[config.mk]
export PLATFORM = sky130hd
export DESIGN_NAME = lottery_process_selector
export DESIGN_NICKNAME = d
export VERILOG_FILES = /design/src/rtl/core/lps_pkg.sv /design/src/rtl/core/lottery_process_selector.sv /design/src/rtl/core/lps_cell.sv /design/src/rtl/core/lps_mod_unit.sv
export SDC_FILE = /design/constraint.sdc
export NUM_CORES = 2
export LEC_CHECK = 0
export BUFFER_PORTS_ARGS = -buffer_cell sky130_fd_sc_hd__buf_2
export CAP_MARGIN = 20
export CORE_UTILIZATION = 50
export CTS_CLUSTER_DIAMETER = 40
export DETAILED_ROUTE_END_ITERATION = 10
export GPL_TIMING_DRIVEN = 0
export PLACE_DENSITY = 0.71
export SLEW_MARGIN = 30
export SYNTH_ARGS = -nofsm -noshare
export SYNTH_HDL_FRONTEND = slang
export SYNTH_SLANG_ARGS = --single-unit
[constraint.sdc]
create_clock -name clock -period 10.3 [get_ports clock]
set_input_delay 2.06 -clock clock [delete_from_list [all_inputs] [get_ports clock]]
set_output_delay 2.06 -clock clock [all_outputs]
set_load 0.02 [all_outputs]
[src/rtl/core/lps_pkg.sv]
// Shared types and constants of the lottery process selector.
// No dependencies; every other file of the block imports it.
package lps_pkg;

   localparam int WORD_W      = 32;  // raw random word
   localparam int TICKET_IN_W = 16;  // ticket field on the request port
   localparam int IDX_IN_W    = 6;   // entry index on the request port
   localparam int IDX_OUT_W   = 6;   // winner index on the response port
   localparam int TOTAL_OUT_W = 22;  // total tickets on the response port

   localparam logic KIND_SET  = 1'b0;
   localparam logic KIND_PICK = 1'b1;

   // Per-cell control: load one entry from the request, or rotate the ring.
   typedef struct packed {
      logic write;
      logic shift;
   } cell_ctrl_type;

   // Control of the serial modulo unit.
   typedef struct packed {
      logic load;   // latch the dividend
      logic start;  // begin the bit-serial reduction
   } mod_ctrl_type;

endpackage

[src/rtl/core/lottery_process_selector.sv]
// Top level of the lottery process selector: entry ring, scan control, responses.
// Depends on lps_pkg, lps_cell and lps_mod_unit.
//
//   channel  direction  transfer when          carries
//   req_     in         req_valid & req_ready  kind, entry_index, ticket_count,
//                                              eligible, random_value
//   rsp_     out        rsp_valid & rsp_ready  winner_index, ticket_pool,
//                                              none_eligible
//
// A set transfer writes one cell; the next request is taken
// in the following cycle.
// A pick makes one full turn of the cell ring to sum the tickets, reduces the
// random word by the total in the serial modulo unit (a start, then one step per
// bit of the 32-bit word), makes a second full turn to find the winner, and then
// loads the output register. A zero total skips the modulo and the second turn.
// The next request is taken in the cycle after the response is loaded.
// Reset is synchronous and clears every cell, the control state, the response
// valid flag and winner index; no request is taken while reset is high.
// The response sits in an output register; set transfers are taken while it
// waits, and a pick in flight holds its result until that register is free.
module lottery_process_selector #(
   parameter int NUM_ENTRIES = 64,
   parameter int TICKET_BITS = 16
) (
   input  logic                            clock,
   input  logic                            reset,
   // request channel
   input  logic                            req_valid,
   output logic                            req_ready,
   input  logic                            req_kind,
   input  logic [lps_pkg::IDX_IN_W-1:0]    req_entry_index,
   input  logic [lps_pkg::TICKET_IN_W-1:0] req_ticket_count,
   input  logic                            req_eligible,
   input  logic [lps_pkg::WORD_W-1:0]      req_random_value,
   // response channel
   output logic                            rsp_valid,
   input  logic                            rsp_ready,
   output logic [lps_pkg::IDX_OUT_W-1:0]   rsp_winner_index,
   output logic [lps_pkg::TOTAL_OUT_W-1:0] rsp_ticket_pool,
   output logic                            rsp_none_eligible
);
   import lps_pkg::*;

   // Tickets beyond the port width can never be written, so cells store the narrower.
   localparam int STORE_W   = (TICKET_BITS < TICKET_IN_W) ? TICKET_BITS : TICKET_IN_W;
   localparam int IDX_W     = $clog2(NUM_ENTRIES);
   localparam int SUM_W     = IDX_W + STORE_W;
   localparam int TOT_EXT_W = SUM_W + TOTAL_OUT_W;
   localparam int WIN_EXT_W = IDX_W + IDX_OUT_W;

   localparam logic [2:0] ST_IDLE = 3'd0;
   localparam logic [2:0] ST_SUM  = 3'd1;
   localparam logic [2:0] ST_DIV  = 3'd2;
   localparam logic [2:0] ST_FIND = 3'd3;
   localparam logic [2:0] ST_SEND = 3'd4;

   logic [2:0]       state_ff, state_in;
   logic [IDX_W-1:0] pos_ff, pos_in;
   logic [SUM_W-1:0] acc_ff, acc_in;
   logic [SUM_W-1:0] total_ff, total_in;
   logic             found_ff, found_in;
   logic [IDX_W-1:0] win_ff, win_in;
   logic             none_ff, none_in;

   logic                   rsp_valid_ff, rsp_valid_in;
   logic [IDX_OUT_W-1:0]   current_index_ff, current_index_in;
   logic [TOTAL_OUT_W-1:0] rsp_total_ff, rsp_total_in;
   logic                   rsp_none_ff, rsp_none_in;

   logic [STORE_W-1:0] cell_ticket [NUM_ENTRIES];
   logic               cell_eligible [NUM_ENTRIES];

   logic               req_fire;
   logic               set_fire;
   logic               scan_active;
   logic               last_pos;
   logic [SUM_W-1:0]   head_add;
   logic [SUM_W-1:0]   acc_sum;
   logic               load_rsp;
   mod_ctrl_type       mod_ctrl;
   logic               mod_done;
   logic [SUM_W-1:0]   mod_remainder;
   logic [TOT_EXT_W-1:0] total_ext;
   logic [WIN_EXT_W-1:0] win_ext;

   assign req_ready   = (state_ff == ST_IDLE) && !reset;
   assign req_fire    = req_valid && req_ready;
   assign set_fire    = req_fire && (req_kind == KIND_SET);
   assign scan_active = (state_ff == ST_SUM) || (state_ff == ST_FIND);
   assign last_pos    = pos_ff == IDX_W'(NUM_ENTRIES - 1);

   // Cell 0 is the head of the ring; each cycle of a scan rotates one entry into it.
   assign head_add = cell_eligible[0] ? SUM_W'(cell_ticket[0]) : '0;
   assign acc_sum  = acc_ff + head_add;

   // Entry ring: cell i takes from cell i+1, the last cell from cell 0.
   for (genvar i = 0; i < NUM_ENTRIES; i++) begin : g_cell
      cell_ctrl_type ctrl;
      assign ctrl.write = set_fire && (32'(req_entry_index) == i);
      assign ctrl.shift = scan_active;
      lps_cell #(
         .TICKET_W (STORE_W)
      ) u_cell (
         .clock       (clock),
         .reset       (reset),
         .ctrl        (ctrl),
         .wr_ticket   (req_ticket_count[STORE_W-1:0]),
         .wr_eligible (req_eligible),
         .nb_ticket   (cell_ticket[(i + 1) % NUM_ENTRIES]),
         .nb_eligible (cell_eligible[(i + 1) % NUM_ENTRIES]),
         .ticket      (cell_ticket[i]),
         .eligible    (cell_eligible[i])
      );
   end

   lps_mod_unit #(
      .DIVISOR_W (SUM_W)
   ) u_mod (
      .clock     (clock),
      .reset     (reset),
      .ctrl      (mod_ctrl),
      .dividend  (req_random_value),
      .divisor   (total_ff),
      .done      (mod_done),
      .remainder (mod_remainder)
   );

   // Latch the random word as the pick is taken; start the reduction once the total is known.
   assign mod_ctrl.load  = req_fire && (req_kind == KIND_PICK);
   assign mod_ctrl.start = (state_ff == ST_SUM) && last_pos && (acc_sum != '0);

   assign load_rsp = (state_ff == ST_SEND) && (!rsp_valid_ff || rsp_ready);

   always_comb begin
      state_in = state_ff;
      pos_in   = pos_ff;
      acc_in   = acc_ff;
      total_in = total_ff;
      found_in = found_ff;
      win_in   = win_ff;
      none_in  = none_ff;
      unique case (state_ff)
         ST_IDLE: begin
            if (req_fire && (req_kind == KIND_PICK)) begin
               state_in = ST_SUM;
               pos_in   = '0;
               acc_in   = '0;
            end
         end
         ST_SUM: begin
            acc_in = acc_sum;
            pos_in = pos_ff + IDX_W'(1);
            if (last_pos) begin
               // ring is back in place; a zero total needs no draw
               pos_in   = '0;
               total_in = acc_sum;
               none_in  = (acc_sum == '0);
               win_in   = '0;
               state_in = (acc_sum == '0) ? ST_SEND : ST_DIV;
            end
         end
         ST_DIV: begin
            if (mod_done) begin
               state_in = ST_FIND;
               pos_in   = '0;
               acc_in   = '0;
               found_in = 1'b0;
            end
         end
         ST_FIND: begin
            acc_in = acc_sum;
            pos_in = pos_ff + IDX_W'(1);
            // first eligible entry whose running sum passes the draw wins
            if (!found_ff && cell_eligible[0] && (acc_sum > mod_remainder)) begin
               found_in = 1'b1;
               win_in   = pos_ff;
            end
            // finish the turn so the ring realigns for the next write
            if (last_pos) begin
               pos_in   = '0;
               state_in = ST_SEND;
            end
         end
         ST_SEND: begin
            if (load_rsp) begin
               state_in = ST_IDLE;
            end
         end
         default: begin
            state_in = ST_IDLE;
         end
      endcase
   end

   assign total_ext = TOT_EXT_W'(total_ff);
   assign win_ext   = WIN_EXT_W'(win_ff);

   always_comb begin
      rsp_valid_in     = rsp_valid_ff;
      current_index_in = current_index_ff;
      rsp_total_in     = rsp_total_ff;
      rsp_none_in      = rsp_none_ff;
      if (rsp_valid_ff && rsp_ready) begin
         rsp_valid_in = 1'b0;
      end
      if (load_rsp) begin
         rsp_valid_in     = 1'b1;
         current_index_in = win_ext[IDX_OUT_W-1:0];
         rsp_total_in     = total_ext[TOTAL_OUT_W-1:0];
         rsp_none_in      = none_ff;
      end
   end

   always_ff @(posedge clock) begin
      if (reset) begin
         state_ff         <= ST_IDLE;
         rsp_valid_ff     <= 1'b0;
         current_index_ff <= '0;
      end else begin
         state_ff         <= state_in;
         rsp_valid_ff     <= rsp_valid_in;
         current_index_ff <= current_index_in;
      end
      pos_ff       <= pos_in;
      acc_ff       <= acc_in;
      total_ff     <= total_in;
      found_ff     <= found_in;
      win_ff       <= win_in;
      none_ff      <= none_in;
      rsp_total_ff <= rsp_total_in;
      rsp_none_ff  <= rsp_none_in;
   end

   assign rsp_valid         = rsp_valid_ff;
   assign rsp_winner_index  = current_index_ff;
   assign rsp_ticket_pool   = rsp_total_ff;
   assign rsp_none_eligible = rsp_none_ff;

endmodule

[src/rtl/core/lps_cell.sv]
// One cell of the entry ring: ticket count and eligible mark of one entry.
// Depends on lps_pkg for the control struct.
module lps_cell #(
   parameter int TICKET_W = 16
) (
   input  logic                  clock,
   input  logic                  reset,
   input  lps_pkg::cell_ctrl_type ctrl,
   input  logic [TICKET_W-1:0]   wr_ticket,
   input  logic                  wr_eligible,
   input  logic [TICKET_W-1:0]   nb_ticket,
   input  logic                  nb_eligible,
   output logic [TICKET_W-1:0]   ticket,
   output logic                  eligible
);

   logic [TICKET_W-1:0] ticket_ff, ticket_in;
   logic                eligible_ff, eligible_in;

   always_comb begin
      ticket_in   = ticket_ff;
      eligible_in = eligible_ff;
      priority if (ctrl.write) begin
         ticket_in   = wr_ticket;
         eligible_in = wr_eligible;
      end else if (ctrl.shift) begin
         ticket_in   = nb_ticket;
         eligible_in = nb_eligible;
      end else begin
         // hold the entry
         ticket_in   = ticket_ff;
         eligible_in = eligible_ff;
      end
   end

   always_ff @(posedge clock) begin
      if (reset) begin
         ticket_ff   <= '0;
         eligible_ff <= 1'b0;
      end else begin
         ticket_ff   <= ticket_in;
         eligible_ff <= eligible_in;
      end
   end

   assign ticket   = ticket_ff;
   assign eligible = eligible_ff;

endmodule

[src/rtl/core/lps_mod_unit.sv]
// Bit-serial modulo unit: reduces a 32-bit word by a divisor, one bit per cycle.
// Depends on lps_pkg for the word width and the control struct.
module lps_mod_unit #(
   parameter int DIVISOR_W = 22
) (
   input  logic                      clock,
   input  logic                      reset,
   input  lps_pkg::mod_ctrl_type     ctrl,
   input  logic [lps_pkg::WORD_W-1:0] dividend,
   input  logic [DIVISOR_W-1:0]      divisor,
   output logic                      done,
   output logic [DIVISOR_W-1:0]      remainder
);
   import lps_pkg::*;

   localparam int CNT_W = $clog2(WORD_W);

   logic                 busy_ff, busy_in;
   logic                 done_ff, done_in;
   logic [CNT_W-1:0]     cnt_ff, cnt_in;
   logic [WORD_W-1:0]    dvd_ff, dvd_in;
   logic [DIVISOR_W-1:0] rem_ff, rem_in;
   logic [DIVISOR_W:0]   trial;
   logic [DIVISOR_W:0]   diff;
   logic                 fits;

   assign trial = {rem_ff, dvd_ff[WORD_W-1]};
   assign diff  = trial - {1'b0, divisor};
   assign fits  = trial >= {1'b0, divisor};

   always_comb begin
      busy_in = busy_ff;
      done_in = 1'b0;
      cnt_in  = cnt_ff;
      dvd_in  = dvd_ff;
      rem_in  = rem_ff;
      if (ctrl.load) begin
         dvd_in = dividend;
      end
      if (ctrl.start) begin
         busy_in = 1'b1;
         cnt_in  = '0;
         rem_in  = '0;
      end else if (busy_ff) begin
         // remainder stays below the divisor, so one compare and subtract does
         rem_in = fits ? diff[DIVISOR_W-1:0] : trial[DIVISOR_W-1:0];
         dvd_in = {dvd_ff[WORD_W-2:0], 1'b0};
         cnt_in = cnt_ff + CNT_W'(1);
         if (cnt_ff == CNT_W'(WORD_W - 1)) begin
            busy_in = 1'b0;
            done_in = 1'b1;
         end
      end
   end

   always_ff @(posedge clock) begin
      if (reset) begin
         busy_ff <= 1'b0;
         done_ff <= 1'b0;
      end else begin
         busy_ff <= busy_in;
         done_ff <= done_in;
      end
      cnt_ff <= cnt_in;
      dvd_ff <= dvd_in;
      rem_ff <= rem_in;
   end

   assign done      = done_ff;
   assign remainder = rem_ff;

endmodule

==> metrics.txt <==
YS warnings=0; Area Growth Syn to Fin=14.3%; largest net degree at the start of global routing=30; CTS tree=built; antenna-violating nets left=0; postcts setup bufs=0; Synth Area in Simple Gates=25.1%; Worst Tran Pin Value=approximately 1.1 ns; core area=109000 µm²; die area=around 110000 µm²; mux cell area share after synthesis=1.63%; hold_sp=none_ff; detailed-route DRC error count=0; final-stage net count=7448; Filler cells=10000; CP Data Arrival Time=between 6 and 7 ns; initial antenna violation count=9; total gr overflow=0; Detailed Route WL=185000 µm; sequential fraction of the synthesis area=46.3%; Max VDD drop=0.143 mV; post-route core utilization=57.8%; initial core utilization=50.6%; vias=54100; worst setup margin=4.66 ns; clock buffer depth=3; post-CTS sizing=0; largest family of logic cells by synthesized area=simple AND/OR/NAND/NOR gates; first-pass GRT wire length=287000 µm; Reg-to-Reg End=win_ff[5]; Global Route Usage Sum=32.0%; synth unique cells=slightly above 60; # hold bufs at CTS=0; post-synthesis async set-or-reset flop share=0%; critical path type=reg -> reg; endpoints failing hold=0; Final Non-Filler Cells=8935; I/O Buffers=between 70 and 80; fraction of layout cells with a size suffix above 1=under 10%; clk slew on worst S/H paths=0.06 ns; Slew Viols, Final=0; status=finished clean; reg2reg start=g_cell[0].u_cell.eligible; CTS Buf Count=163; syn_nets=slightly above 7000; Worst Hold End=rsp_none_eligible; RSZ-0062 raised after global routing=false; IO Count=91; reg2reg setup slack=4.66 ns; Period Utilization, post-route=54.8%; CTS Sinks=1240; router iterations before antenna repair=8; Clock Tree Root=clkbuf_16; Synth Area in Compound Gates=~20%; Max-Slew Margin vs Limit=between 20% and 30%; initial DRC count=between 6000 and 7000; Max Cap Viol=0; Fin Setup TNS=0 ns; P per Cell Area=approximately 180 nW/µm²; Worst-Skew Late Latency=around 0.78 ns; dpl ws=4.70 ns; Die W=335 µm; r2r worst-path depth=20; # setup viols final=0; placed cells=8633; Die Ht=335 µm; Post-Synth Adder-Cell Area=1.50%; Lkg Pwr=20.8 nW; Crit. End Element=flip-flop; DP HPWL=128000 µm; Synth Cell Area=between 50000 and 60000 µm²; Seq cells post-synth=approximately 1200; Worst Hold Class=reg -> reg; commonest register cell after synthesis=dfxtp_1; RePlAce Congestion=0.954; CP required=~11 ns; hold path cells=0; Post-synth EDFFs=81; Max FO, Critical Path=10; syn_area_per_cell=7.81 µm²; drt wl/cell=20.7 µm; clock skew=0.0446 ns; H-tree depth=4; number of cells produced by synthesis=7081; xor/xnor cell area share of the yosys netlist=0.570%; Max Freq=177 MHz; Final Critical Period=5.64 ns; Startpoint Class=flip-flop; FP Rows=121; Via-to-Cell Ratio=roughly 6.1; vias in the first global route=51300
==> layout make-up <==
class	instances	area, µm²	area share, %
antenna	2	5.00	0.00792
buffer	709	2710	4.29
clock inverter	104	1090	1.73
clock buffer	195	4460	7.05
inverter	75	282	0.445
multi-input combinational	5057	26800	42.3
timing repair buffer	77	429	0.679
tap	1476	1850	2.92
sequential	1240	25600	40.6
==> critical path, cell delays in order, from the launching register on <==
cell	delay [ns]
dfxtp_1	0.74
clkbuf_1	0.34
nand2_1	0.21
inv_1	0.09
ha_1	0.23
a211o_1	0.33
a211o_1	0.28
a41o_1	0.32
a21oi_2	0.25
nor3_1	0.09
a311oi_1	0.55
inv_1	0.22
ha_1	0.36
nand4_1	0.17
nor3_1	0.21
nand4_1	0.17
nor2_1	0.12
a21oi_1	0.05
and4b_1	0.19
o21ai_0	0.11
nand2_1	0.28
==> cells by family after synthesis <==
group	count (synthesis)
simple gates	3606
fa+ha+maj	65
buf+inv	784
flops	1240
xor+xnor	36
mux	72
compound gates	1278
==> power by group <==
group | switching, mW | leakage [nW] | total (mW) | internal, mW
Sequential | 0.0368 | 10.1 | 4.94 | 4.90
Combinational | 0.513 | 8.01 | 0.693 | 0.180
Clock | 2.32 | 2.71 | 5.77 | 3.45
==> cells in the mapped netlist, types with 10 or more instances <==
| cell type | n | area, µm² |
|---|---|---|
| xnor2_1 | 17 | 149 |
| mux2_2 | 34 | 383 |
| nand4_1 | 13 | 81.3 |
| o21ai_0 | 25 | 125 |
| a21oi_1 | 54 | 270 |
| clkbuf_1 | 603 | 2260 |
| o21a_1 | 14 | 105 |
| buf_1 | 101 | 379 |
| edfxtp_1 | 81 | 2430 |
| a311oi_1 | 1089 | 9540 |
| nand3_1 | 18 | 90.1 |
| mux2i_1 | 10 | 100 |
| inv_1 | 75 | 282 |
| ha_1 | 63 | 788 |
| and3_1 | 11 | 68.8 |
| nor3_1 | 16 | 80.1 |
| a211oi_1 | 21 | 158 |
| xor2_1 | 19 | 166 |
| a21o_1 | 27 | 203 |
| and2_1 | 24 | 150 |
| nand2b_1 | 13 | 81.3 |
| mux2_4 | 28 | 420 |
| nor2b_1 | 13 | 81.3 |
| dfxtp_1 | 1159 | 23200 |
| nand2_1 | 2289 | 8590 |
| nor2_1 | 1179 | 4430 |
==> registers in the layout, indices dropped and copies added (netlist names), 3 cells and up <==
signal,cells
g_cell.u_cell.ticket,1024
g_cell.u_cell.eligible,64
u_mod.dvd_ff,32
acc_ff,22
rsp_ticket_pool,22
total_ff,22
u_mod.remainder,22
pos_ff,6
rsp_winner_index,6
win_ff,6
u_mod.cnt_ff,5
state_ff,3
==> through the flow <==
| step | area (µm²) | power, mW | hold WS (ns) |
|---|---|---|---|
| after CTS | 63200 | 11.4 | 0.430 |
| after global placement | 57500 | 5.69 | 0.407 |
| after detailed placement | 57600 | 5.71 | 0.425 |
| final | 63200 | 11.4 | 0.425 |
| after global routing | 63200 | 11.7 | 0.449 |
| after floorplan | 55300 | 5.46 | 0.400 |
==> metal layers <==
layer | track usage, % | up-vias | wire length (µm)
met5 | 0 | - | 60
li1 | - | 25200 | -
met2 | 50.3 | 2628 | 82500
met3 | 7.42 | 573 | 18000
met1 | 41.0 | 25800 | 75300
met4 | 16.5 | 10 | 9580
==> worst max path at each step <==
| stage | start | endpoint | slack (ns) | depth (start not counted) |
|---|---|---|---|---|
| global route | g_cell[0].u_cell.eligible | win_ff[5] | 4.40 | 20 |
| global placement | reset | g_cell[56].u_cell.eligible | 3.60 | 9 |
| CTS | g_cell[0].u_cell.eligible | win_ff[4] | 4.79 | 20 |
| detailed placement | reset | g_cell[51].u_cell.ticket[1] | 4.70 | 8 |
| floorplan | reset | acc_ff[0] | 5.00 | 5 |
| finish | g_cell[0].u_cell.eligible | win_ff[5] | 4.66 | 20 |
==> layout by cell type (no fill, tap or decap), types with 73 or more instances in the layout <==
master,n
a311oi_1,1089
clkbuf_16,168
nor2_1,1173
nand2_1,2289
edfxtp_1,81
clkbuf_1,611
buf_2,88
inv_1,73
buf_1,87
dfxtp_1,1159
No activity file was read; power rests on OpenSTA's default activity.
